==> src/rtl/core/tdt_pkg.sv <==
`timescale 1ns / 1ps

package tdt_pkg;

	localparam int MAX_WIDTH_DEF  = 256;
	localparam int MAX_HEIGHT_DEF = 256;
	localparam int DEPTH_BITS_DEF = 32;

	localparam int CFG_BITS       = 9;
	localparam int CFG_INDEX_BITS = 1;

	localparam logic [CFG_INDEX_BITS-1:0] REG_ACTIVE_WIDTH  = 1'b0;
	localparam logic [CFG_INDEX_BITS-1:0] REG_ACTIVE_HEIGHT = 1'b1;
	localparam logic [CFG_BITS-1:0]       ACTIVE_RESET      = 9'd256;

	localparam logic [1:0] OP_LOAD  = 2'd0;
	localparam logic [1:0] OP_TEST  = 2'd1;
	localparam logic [1:0] OP_CLEAR = 2'd2;

	localparam logic [1:0] SLOT_NONE = 2'd3;

	localparam logic [2:0] ST_PASS    = 3'd0;
	localparam logic [2:0] ST_HIDDEN  = 3'd1;
	localparam logic [2:0] ST_OUTSIDE = 3'd2;
	localparam logic [2:0] ST_DEGEN   = 3'd3;
	localparam logic [2:0] ST_DONE    = 3'd4;

	// Saturated corner reciprocal depth (distance zero or one).
	localparam logic [31:0] INV_INFINITY = 32'hFFFF_FFFF;

	localparam int DIV_BITS = 64;
	localparam logic [63:0] WEIGHT_LIMIT = 64'd1 << 29;

	// Edge/corner index: 0 is the area edge, 1..3 the pixel edges.
	localparam logic [1:0] K_AREA  = 2'd0;
	localparam logic [1:0] K_FIRST = 2'd1;
	localparam logic [1:0] K_LAST  = 2'd3;

	typedef struct packed {
		logic [1:0]  operation;
		logic [1:0]  vertex_slot;
		logic [15:0] vertex_x;
		logic [15:0] vertex_y;
		logic [31:0] vertex_depth;
		logic [7:0]  pixel_x;
		logic [7:0]  pixel_y;
	} in_item_t;

	typedef struct packed {
		logic [2:0]  status;
		logic [31:0] depth_value;
	} out_item_t;

	typedef enum logic [4:0] {
		C_SWEEP,
		C_IDLE,
		C_DECODE,
		C_LOAD_DIV,
		C_LOAD_WAIT,
		C_EDGE_MUL,
		C_EDGE_SUB,
		C_AREA_CHK,
		C_W_DIV,
		C_W_WAIT,
		C_W_REG,
		C_W_MUL,
		C_W_ACC,
		C_R_DIV,
		C_R_WAIT,
		C_R_REG,
		C_READ,
		C_RESULT
	} ctrl_state_t;

	typedef enum logic [3:0] {
		DP_NOP,
		DP_SWEEP,
		DP_CAPTURE,
		DP_DIV_LOAD,
		DP_EDGE_MUL,
		DP_EDGE_SUB,
		DP_DIV_WEIGHT,
		DP_WEIGHT,
		DP_WEIGHT_MUL,
		DP_ACC,
		DP_DIV_RECIP,
		DP_DEPTH,
		DP_READ,
		DP_EMIT
	} dp_op_t;

	typedef struct packed {
		dp_op_t     op;
		logic [1:0] k;
	} ctrl_cmd_t;

	typedef struct packed {
		logic [1:0] op;
		logic       outside;
		logic       area_zero;
		logic       div_done;
		logic       sweep_last;
	} dp_stat_t;

endpackage

==> src/rtl/core/tdt_div.sv <==
`timescale 1ns / 1ps

module tdt_div import tdt_pkg::*; (
	input  logic                clk,
	input  logic                arst_n,
	input  logic                start,
	input  logic [DIV_BITS-1:0] dividend,
	input  logic [DIV_BITS-1:0] divisor,
	output logic                done,
	output logic [DIV_BITS-1:0] quotient
);

	localparam int CNT_BITS = $clog2(DIV_BITS + 1);

	logic                busy_q;
	logic                done_q;
	logic [CNT_BITS-1:0] cnt_q;
	logic [DIV_BITS-1:0] rem_q;
	logic [DIV_BITS-1:0] nq_q;
	logic [DIV_BITS-1:0] den_q;
	logic [DIV_BITS:0]   trial;
	logic [DIV_BITS:0]   diff;
	logic                take;

	assign trial = {rem_q, nq_q[DIV_BITS-1]};
	assign diff  = trial - {1'b0, den_q};
	assign take  = !diff[DIV_BITS];

	always_ff @(posedge clk or negedge arst_n) begin
		if (!arst_n) begin
			busy_q <= 1'b0;
			done_q <= 1'b0;
			cnt_q  <= '0;
		end else begin
			done_q <= busy_q && (cnt_q == CNT_BITS'(1));
			if (start) begin
				busy_q <= 1'b1;
				cnt_q  <= CNT_BITS'(DIV_BITS);
			end else if (busy_q) begin
				cnt_q <= cnt_q - CNT_BITS'(1);
				if (cnt_q == CNT_BITS'(1))
					busy_q <= 1'b0;
			end
		end
	end

	always_ff @(posedge clk) begin
		if (start) begin
			rem_q <= '0;
			nq_q  <= dividend;
			den_q <= divisor;
		end else if (busy_q) begin
			rem_q <= take ? diff[DIV_BITS-1:0] : trial[DIV_BITS-1:0];
			nq_q  <= {nq_q[DIV_BITS-2:0], take};
		end
	end

	assign done     = done_q;
	assign quotient = nq_q;

endmodule

==> config.mk <==
export PLATFORM = sky130hd
export DESIGN_NAME = tdt_div
export DESIGN_NICKNAME = d
export VERILOG_FILES = /design/src/rtl/core/tdt_pkg.sv /design/src/rtl/core/tdt_div.sv
export SDC_FILE = /design/constraint.sdc
export NUM_CORES = 1
export LEC_CHECK = 0
export BUFFER_PORTS_ARGS = -buffer_cell sky130_fd_sc_hd__buf_2
export CORE_MARGIN = 4
export CORE_UTILIZATION = 30
export DETAILED_ROUTE_END_ITERATION = 12
export PLACE_DENSITY = 0.53
export SLEW_MARGIN = 40
export SYNTH_ARGS = -nofsm -noshare
export SYNTH_HDL_FRONTEND = slang
export SYNTH_SLANG_ARGS = --single-unit
==> constraint.sdc <==
create_clock -name clk -period 3.25 [get_ports clk]
set_clock_uncertainty 0.2 [all_clocks]
set_input_delay 0.325 -clock clk [delete_from_list [all_inputs] [get_ports clk]]
set_output_delay 0.325 -clock clk [all_outputs]
set_load 0.05 [all_outputs]
=== Word level (Yosys, flattened, before mapping) ===
Cells that the tools add are included.

* Register bits: 201
* Input port bits: 131
* Output and inout port bits: 65
* Logic and storage cells: 20

* Add/sub/neg operators: 2
* Equal/unequal tests: 1
* Mux-type cells: 8
* Reductions and logical operators: 3

{| class="wikitable"
|+ Operator list
! kind !! number
|-
| $mux 64 || 3
|-
| $sub 65x64->65 || 1
|-
| $mux 7 || 2
|-
| $eq 7x1->1 const B || 1
|-
| $sub 7x1->7 const B || 1
|-
| $mux 1 || 3
|-
| $reduce_bool 2->1 || 1
|-
| $logic_and 1x1->1 || 1
|-
| $logic_not 1->1 || 1
|}

=== Depth between registers and ports, before layout ===
Gate-level depths: netlist of run 1.

* Depth after elaboration: 4
* Mapped depth: 17
* Gate-level depth less buffers: 15

=== Least setup slack after synthesis of run 1 ===
Ideal clock, no wire load.

* Path kind: flip-flop to flip-flop
* Start: reg nq_q[63] (netlist: quotient[63])
* End: reg nq_q[0] (netlist: quotient[0]) (data pin)
* Arrival: 3.452 ns
* Path slack: -0.661 ns
* Stages on the path, launching flop included: 16
* Buffers on the path: 2
* Period minus slack after synthesis: 3.911 ns
* Path through: edfxtp_1 -> inv_1 -> ha_1 -> fa_1 -> nand2b_1 -> a21oi_1 -> nor4_2 -> o31ai_2 -> o21ai_2 -> o31ai_1 -> o31a_2 -> a221oi_2 -> xnor2_2 -> buf_6 -> buf_2 -> mux2_2

* Longest elaborated chain between the ends: 4

{| class="wikitable"
|+ Ends and longest elaborated chain
! what !! line !! RTL
|-
| from (decl) || tdt_div.sv:19 || <nowiki>logic [DIV_BITS-1:0] nq_q;</nowiki>
|-
| from (signal assigned) || tdt_div.sv:50 || <nowiki>nq_q <= dividend;</nowiki>
|-
| from (signal assigned) || tdt_div.sv:54 || <nowiki>nq_q <= {nq_q[DIV_BITS-2:0], take};</nowiki>
|-
| $sub 65x64->65 || tdt_div.sv:26 || <nowiki>assign diff = trial - {1'b0, den_q};</nowiki>
|-
| $logic_not 1->1 || tdt_div.sv:27 || <nowiki>assign take = !diff[DIV_BITS];</nowiki>
|-
| $mux 64 || tdt_div.sv:52 || <nowiki>end else if (busy_q) begin</nowiki>
|-
| $mux 64 || tdt_div.sv:48 || <nowiki>if (start) begin</nowiki>
|}

No other way between the ends. The select of a mux whose other input is x is not followed.
A chain may end at the register's enable or synchronous reset.

=== Worst setup path in the final report of run 1 ===
* Start: reg den_q[47]
* End: reg nq_q[0] (netlist: quotient[0]) (data pin)

* Longest elaborated chain between the ends: 4

{| class="wikitable"
|+ Ends and longest elaborated chain
! what !! line !! RTL
|-
| from (decl) || tdt_div.sv:20 || <nowiki>logic [DIV_BITS-1:0] den_q;</nowiki>
|-
| from (signal assigned) || tdt_div.sv:51 || <nowiki>den_q <= divisor;</nowiki>
|-
| $sub 65x64->65 || tdt_div.sv:26 ||
|-
| $logic_not 1->1 || tdt_div.sv:27 ||
|-
| $mux 64 || tdt_div.sv:52 ||
|-
| $mux 64 || tdt_div.sv:48 ||
|}

No other way between the ends. The select of a mux whose other input is x is not followed.

==> results of run 1 <==
[power breakdown]
part / total (mW) / switching [mW] / internal, mW
Combinational: 8.13 / 4.01 / 4.12
Sequential: 3.69 / 0.375 / 3.32
Clock: 2.85 / 1.16 / 1.69
[flip-flops by register name, indices dropped and copies added (netlist names)]
register,cells
quotient,64
rem_q,64
den_q,64
done,1
cnt_q,7
busy_q,1
[cell type report]
type / instances / area [µm²] / share of cell area, %
inverters: 83 / 311.5 / 1.750
clock inverters: 16 / 181.4 / 1.019
multi-input cells: 803 / 6161 / 34.61
well taps: 511 / 639.4 / 3.591
flip-flops and latches: 201 / 5351 / 30.06
clock buffers: 30 / 654.4 / 3.676
repair buffers: 591 / 4502 / 25.29
diodes: 1 / 2.502 / 0.01406
[cell families after synthesis]
group / Yosys count / synth area share [%]
xor gates and xnor gates: 66 / 5.025
DFF: 201 / 45.91
and+or+nand+nor: 269 / 10.25
adders and majority gates: 67 / 7.258
AOI/OAI and AO/OA: 284 / 15.97
muxes: 116 / 10.69
buffers and inverters: 134 / 4.896
[per-stage QoR]
stage,instances,hold slack [ns]
6_report,2236,0.2902
3_5_place_dp,2036,0.03416
3_3_place_gp,2036,0.03275
2_1_floorplan,1137,-0.1706
5_1_grt,2236,0.2725
4_1_cts,2226,0.2543
[worst reg2reg max path, delay by kind of cell, from the launching register on]
kind,cells,cell delay [ns]
AND/OR/NAND/NOR,3,0.87
AO/OA/AOI/OAI,4,0.72
buffers and inverters,4,0.51
flip-flops,1,0.33
adder cells (fa/ha/maj),1,0.28
multiplexers,1,0.25
XOR/XNOR,1,0.15
[how the worst min path moves through the flow]
stage | start | slack (ns) | depth (start not counted) | end
2_1_floorplan | arst_n | -0.17 | 0 | busy_q
3_3_place_gp | arst_n | 0.03 | 1 | busy_q
3_5_place_dp | arst_n | 0.03 | 1 | busy_q
4_1_cts | divisor[36] | 0.25 | 2 | den_q[36]
5_1_grt | divisor[13] | 0.27 | 2 | den_q[13]
6_report | divisor[38] | 0.29 | 2 | den_q[38]
[per-layer routing]
layer / wire [µm] / up-vias
met5: 0 / -
li1: - / 5297
met3: 2009 / 32
met4: 513 / 0
met2: 16820 / 269
met1: 16320 / 4992
[timing repair]
action	4_1_cts	5_1_grt
resized for setup	62	32
buffers inserted	13	7
endpoints found under the hold margin	145	0
hold buffers	131	0
endpoints found under the setup margin	65	65
pin swaps	27	11
gates cloned	2	3
[layout by cell type (no fill, tap or decap), drive strengths merged, types with 15 or more instances in the layout]
cell type / instances
a211oi: 47
a21o: 20
a21oi: 80
buf: 457
clkbuf: 33
dfxtp: 64
dlygate4sd3: 131
edfxtp: 128
ha: 66
inv: 85
mux2: 65
mux2i: 51
nand2: 85
nand4: 15
nor2: 106
nor3: 15
o21ai: 61
xnor2: 45
xor2: 22
==> results.sh, run 1 <==
export IMPL_finalHoldViolations=0
export IMPL_place_ws_ns=-0.6033
export IMPL_grt_busiest_layer="met2"
export IMPL_total_power_mw=14.67
export IMPL_required_ns=3.34
export IMPL_startpoint_type="flop"
export IMPL_fin_util_pct=46.82
export IMPL_grt_overflow=0
export IMPL_grt_max_degree=75
export IMPL_slew_headroom_pct=46.99
export IMPL_cts_root_buf="clkbuf_16"
export IMPL_clk_path_buf_depth=3
export IMPL_maxCapViolations=0
export IMPL_synth_fp_nets=1335
export IMPL_fin_tns_setup_ns=-17.19
export IMPL_io_pins=196
export IMPL_fp_dieH_um=205.1
export IMPL_synth_async_reset_ratio_pct=4.478
export IMPL_yosysTopAreaCellShare_pct=32.98
export IMPL_synth_edff_count=128
export IMPL_htreeDepth=1
export IMPL_regToRegSetupSlack_ns=-0.33
export IMPL_outcome="finished with violations"
export IMPL_placed_area_um2=14990
export IMPL_synth_area_leaders="edfxtp_1 (33%), dfxtp_1 (11%), ha_1 (7.1%)"
export IMPL_synth_top_area_cell="edfxtp_1"
export IMPL_crit_path_top_delay_cell="or3_4"
export IMPL_synth_common_cells="edfxtp_1 (128), nor2_1 (106), nand2_1 (85), inv_1 (83), a21oi_1 (80)"
export IMPL_drc=0
export IMPL_rows=71
export IMPL_reg2reg_depth=14
export IMPL_synth_cells=1137
export IMPL_ys_types=64
export IMPL_start_util_pct=30.65
export IMPL_met2_usage_pct=28.02
export IMPL_worst_pin_slew_ns=0.7923
export IMPL_r2r_end="quotient[0]"
export IMPL_ir_drop_mv=0.4603
export IMPL_wl_per_cell_um=15.95
export IMPL_endpoint_kind="flop"
export IMPL_via_per_inst=4.736
export IMPL_first_pass_iters=5
export IMPL_yosysWarnings=0
export IMPL_fillers=3638
export IMPL_r2r_start="den_q[47]"
export IMPL_cts_made_buffers=25
export IMPL_crit_family="simple AND/OR/NAND/NOR gates"
export IMPL_fp_dieW_um=205.1
export IMPL_cp_num_cells=14
export IMPL_die_area_um2=42060
export IMPL_gr_usage_met3_pct=3.704
export IMPL_hpwl_um=24880
export IMPL_synth_seq_cells=201
export IMPL_final_area_um2=17800
export IMPL_synth_most_common_cell="edfxtp_1"
export IMPL_drv_slew=0
export IMPL_vias=10590
export IMPL_crit_path_end="quotient[0]"
export IMPL_ys_flop_type="edfxtp_1"
export IMPL_p_leak_nw=7.816
export IMPL_crit_path_cell_trace="inv_1 > ha_1 > nand4_1 > or3_4 > or2_1 > o32a_1 > o31ai_2 > o31a_2 > a221oi_4 > buf_6 > xnor2_4 > buf_8 > clkbuf_16 > mux2_4"
export IMPL_syn_avg_cell_area_um2=10.25
export IMPL_syn_to_final_growth_pct=52.77
export IMPL_drive_gt1_share_pct=37.47
export IMPL_cts_tree="done"
export IMPL_antenna_found_initial=1
export IMPL_arrival_ns=3.68
export IMPL_violations="setup timing"
export IMPL_cp_max_fo=7
export IMPL_detail_route_antenna_nets=0
export IMPL_grt_usage_pct=16.54
export IMPL_slowest_delay_ns=0.43
export IMPL_p_per_area_nw_per_um2=824.2
export IMPL_setup_slack_ns=-0.3320
export IMPL_worst_path_buf_inv=4
export IMPL_final_nets=1903
export IMPL_port_buffers=195
export IMPL_gp_congestion=0.8476
export IMPL_worstSkewPairLatency_ns=0.55
export IMPL_fin_crit_ns=3.582
export IMPL_period_share_pct=110.2
export IMPL_cts_sinks=201
export IMPL_setup_viol=65
export IMPL_syn_area_um2=11650
export IMPL_rsz0062_at_grt="yes"
export IMPL_synth_seq_area_share_pct=45.91
export IMPL_use_met1_pct=22.12
export IMPL_drtIter0Drc=530
export IMPL_finalWirelength_um=35660
export IMPL_clk_pin_slew_ns=0.06
export IMPL_fmax_ghz=0.2792
export IMPL_hp_class="input pin to flop"
export IMPL_grt_pass1_vias=11140
export IMPL_grt_pass1_wl_um=57330
export IMPL_crit_type="flop to flop"
export IMPL_core_um2=38020
export IMPL_startpoint="den_q[47]"
Power figures use the tool's default switching activity.
==> inputs of run 2 (changes only) <==
--- a/config.mk
+++ b/config.mk
@@ -8,2 +8,4 @@
 export BUFFER_PORTS_ARGS = -buffer_cell sky130_fd_sc_hd__buf_2
+export CELL_PAD_IN_SITES_DETAIL_PLACEMENT = 2
+export CELL_PAD_IN_SITES_GLOBAL_PLACEMENT = 2
 export CORE_MARGIN = 4
@@ -11,3 +13,3 @@
 export DETAILED_ROUTE_END_ITERATION = 12
-export PLACE_DENSITY = 0.53
+export PLACE_DENSITY = 0.74
 export SLEW_MARGIN = 40
==> constraint.sdc (replaced) <==
create_clock -name clk -period 3.25 [get_ports clk]
set_clock_uncertainty 0.2 [all_clocks]
set_input_delay 0.4875 -clock clk [delete_from_list [all_inputs] [get_ports clk]]
set_output_delay 0.4875 -clock clk [all_outputs]
set_load 0.05 [all_outputs]
==> run 2 against run 1 <==
The run still ends with setup timing left. Final area increased by 1.5%. Sequential share of layout area down 0.45 points. Sequential cell count unchanged. Fmax shrank 8.0%. Critical path depth is 1 higher. Via count up 12%. Die area unchanged. Total power grew 18%. Setup slack got worse by 0.31 ns. Sequential power increased by 4%. Count of clock-buffer cells in the layout increased by 7.
==> results.sh, run 2 (synthesis gave the netlist of run 1 again) <==
export IMPL_via_per_inst=5.372
export IMPL_r2r_start="den_q[3]"
export IMPL_setup_slack_ns=-0.6441
export IMPL_grt_usage_pct=24.20
export IMPL_regToRegSetupSlack_ns=-0.64
export IMPL_required_ns=3.51
export IMPL_min_to="quotient[19]"
export IMPL_gp_congestion=0.8396
export IMPL_worst_path_buf_inv=3
export IMPL_power_frac_comb_pct=60.1
export IMPL_switching_power_mw=7.535
export IMPL_cts_made_buffers=27
export IMPL_arrival_ns=4.16
export IMPL_violations="setup timing"
export IMPL_p_leak_nw=7.910
export IMPL_worst_pin_slew_ns=0.8156
export IMPL_maxCapViolations=0
export IMPL_placed_area_um2=14960
export IMPL_fmax_ghz=0.2568
export IMPL_fin_crit_ns=3.894
export IMPL_pwr_share_clk_pct=17.8
export IMPL_fp_dieH_um=205.1
export IMPL_period_share_pct=119.8
export IMPL_io_pins=196
export IMPL_die_area_um2=42060
export IMPL_place_ws_ns=-0.7134
export IMPL_reg2reg_depth=15
export IMPL_core_um2=38020
export IMPL_port_buffers=195
export IMPL_wl_per_cell_um=27.42
export IMPL_crit_family="compound AO/OA/AOI/OAI gates"
export IMPL_fin_cells=2208
export IMPL_crit_path_top_delay_cell="o31a_2"
export IMPL_crit_type="flop to flop"
export IMPL_cts_sinks=201
export IMPL_final_nets=1873
export IMPL_rows=71
export IMPL_cts_root_buf="clkbuf_16"
export IMPL_worstSkewPairLatency_ns=0.59
export IMPL_first_pass_iters=5
export IMPL_layout_commonest_cell="buf_4"
export IMPL_vias=11860
export IMPL_dp_cells=2035
export IMPL_endpoint_kind="flop"
export IMPL_drv_slew=0
export IMPL_cp_max_fo=8
export IMPL_grt_overflow=0
export IMPL_fin_tns_setup_ns=-32.37
export IMPL_internal_power_mw=9.834
export IMPL_start_util_pct=30.65
export IMPL_finalWirelength_um=60550
export IMPL_slew_headroom_pct=45.63
export IMPL_ir_drop_mv=0.4687
export IMPL_outcome="finished with violations"
export IMPL_swShare_pct=43.38
export IMPL_fin_hold_ws_ns=0.01138
export IMPL_grt_max_degree=66
export IMPL_slowest_delay_ns=0.37
export IMPL_htreeDepth=1
export IMPL_grt_pass1_vias=13320
export IMPL_grt_pass1_wl_um=79750
export IMPL_crit_path_cell_trace="inv_1 > ha_4 > o211ai_1 > a21oi_4 > nor4_4 > o31ai_2 > o21ai_2 > o31ai_2 > o31a_2 > a221oi_4 > xnor2_4 > buf_6 > buf_12 > o211ai_1 > a21oi_1"
export IMPL_cts_tree="done"
export IMPL_antenna_found_initial=2
export IMPL_finalHoldViolations=0
export IMPL_detail_route_antenna_nets=0
export IMPL_setup_viol=65
export IMPL_syn_to_final_growth_pct=55.08
export IMPL_drc=0
export IMPL_layout_common_cells="buf_4 (271), buf_2 (194), edfxtp_1 (128)"
export IMPL_r2r_end="rem_q[26]"
export IMPL_sequentialPowerShare_pct=22.1
export IMPL_clk_pin_slew_ns=0.06
export IMPL_hpwl_um=32270
export IMPL_drive_gt1_share_pct=44.63
export IMPL_fp_dieW_um=205.1
export IMPL_worstHoldStart="dividend[19]"
export IMPL_startpoint_type="flop"
export IMPL_fillers=3973
export IMPL_drtIter0Drc=673
export IMPL_hp_class="input pin to flop"
export IMPL_whs_path_depth=2
export IMPL_final_area_um2=18070
export IMPL_p_per_area_nw_per_um2=961.1
export IMPL_rsz0062_at_grt="yes"
export IMPL_clk_path_buf_depth=3
[run 2: cell count changes in the layout (fill, tap and decap cells not counted), moves of 6 or more]
cell	previous run	this run
o21ai_0	38	29
a21oi_1	66	59
ha_1	61	47
inv_1	82	76
ha_4	3	18
dlygate4sd3_1	131	66
inv_2	1	7
buf_4	244	271
mux2i_4	1	7
mux2i_1	44	34
[run 2: worst max path at each step]
stage,end,startpoint,cells after the start
CTS,rem_q[63],den_q[1],16
detailed placement,rem_q[45],den_q[1],15
global placement,rem_q[49],den_q[1],14
floorplan,rem_q[29],quotient[63],16
global route,rem_q[58],den_q[8],15
finish,rem_q[26],den_q[3],15
[run 2: metal layers]
| metal | routed length [µm] | GRT usage (%) | share of wire, % |
|---|---|---|---|
| met1 | 22170 | 27.50 | 37 |
| met2 | 31810 | 44.81 | 53 |
| met3 | 3628 | 5.810 | 6.0 |
| met4 | 2935 | 7.177 | 4.8 |
| met5 | 13 | 0 | 0.021 |
[run 2: cell type report]
class,instances,area [µm²],area share (%)
multi-input cells,802,6735,37.27
well taps,511,639.4,3.538
inverters,83,311.5,1.724
clock buffers,37,754.5,4.175
flip-flops and latches,201,5351,29.61
diodes,1,2.502,0.01385
repair buffers,560,4148,22.95
clock inverters,13,130.1,0.7200
[run 2: power by group through the flow]
stage / clock network [mW] / logic (mW) / registers (mW)
finish: 3.10 / 10.4 / 3.84
global route: 3.26 / 10.9 / 3.89
CTS: 3.08 / 8.82 / 3.74
detailed placement: 0 / 7.49 / 3.74
global placement: 0 / 7.16 / 3.71
floorplan: 0 / 3.88 / 4.09
[run 2: stage by stage]
step	utilization (%)	power [mW]
2_1_floorplan	-	7.979
3_3_place_gp	39.35	10.86
3_5_place_dp	39.35	11.24
4_1_cts	46.21	15.64
5_1_grt	47.53	18.07
6_report	47.53	17.37
[run 2: repair_timing]
action | CTS | global route
setup buffers | 33 | 28
pin swaps | 54 | 60
hold endpoints to repair | 74 | 0
gates resized for setup | 132 | 85
setup endpoints to repair | 65 | 65
hold buffers | 66 | 0
gates cloned | 5 | 1
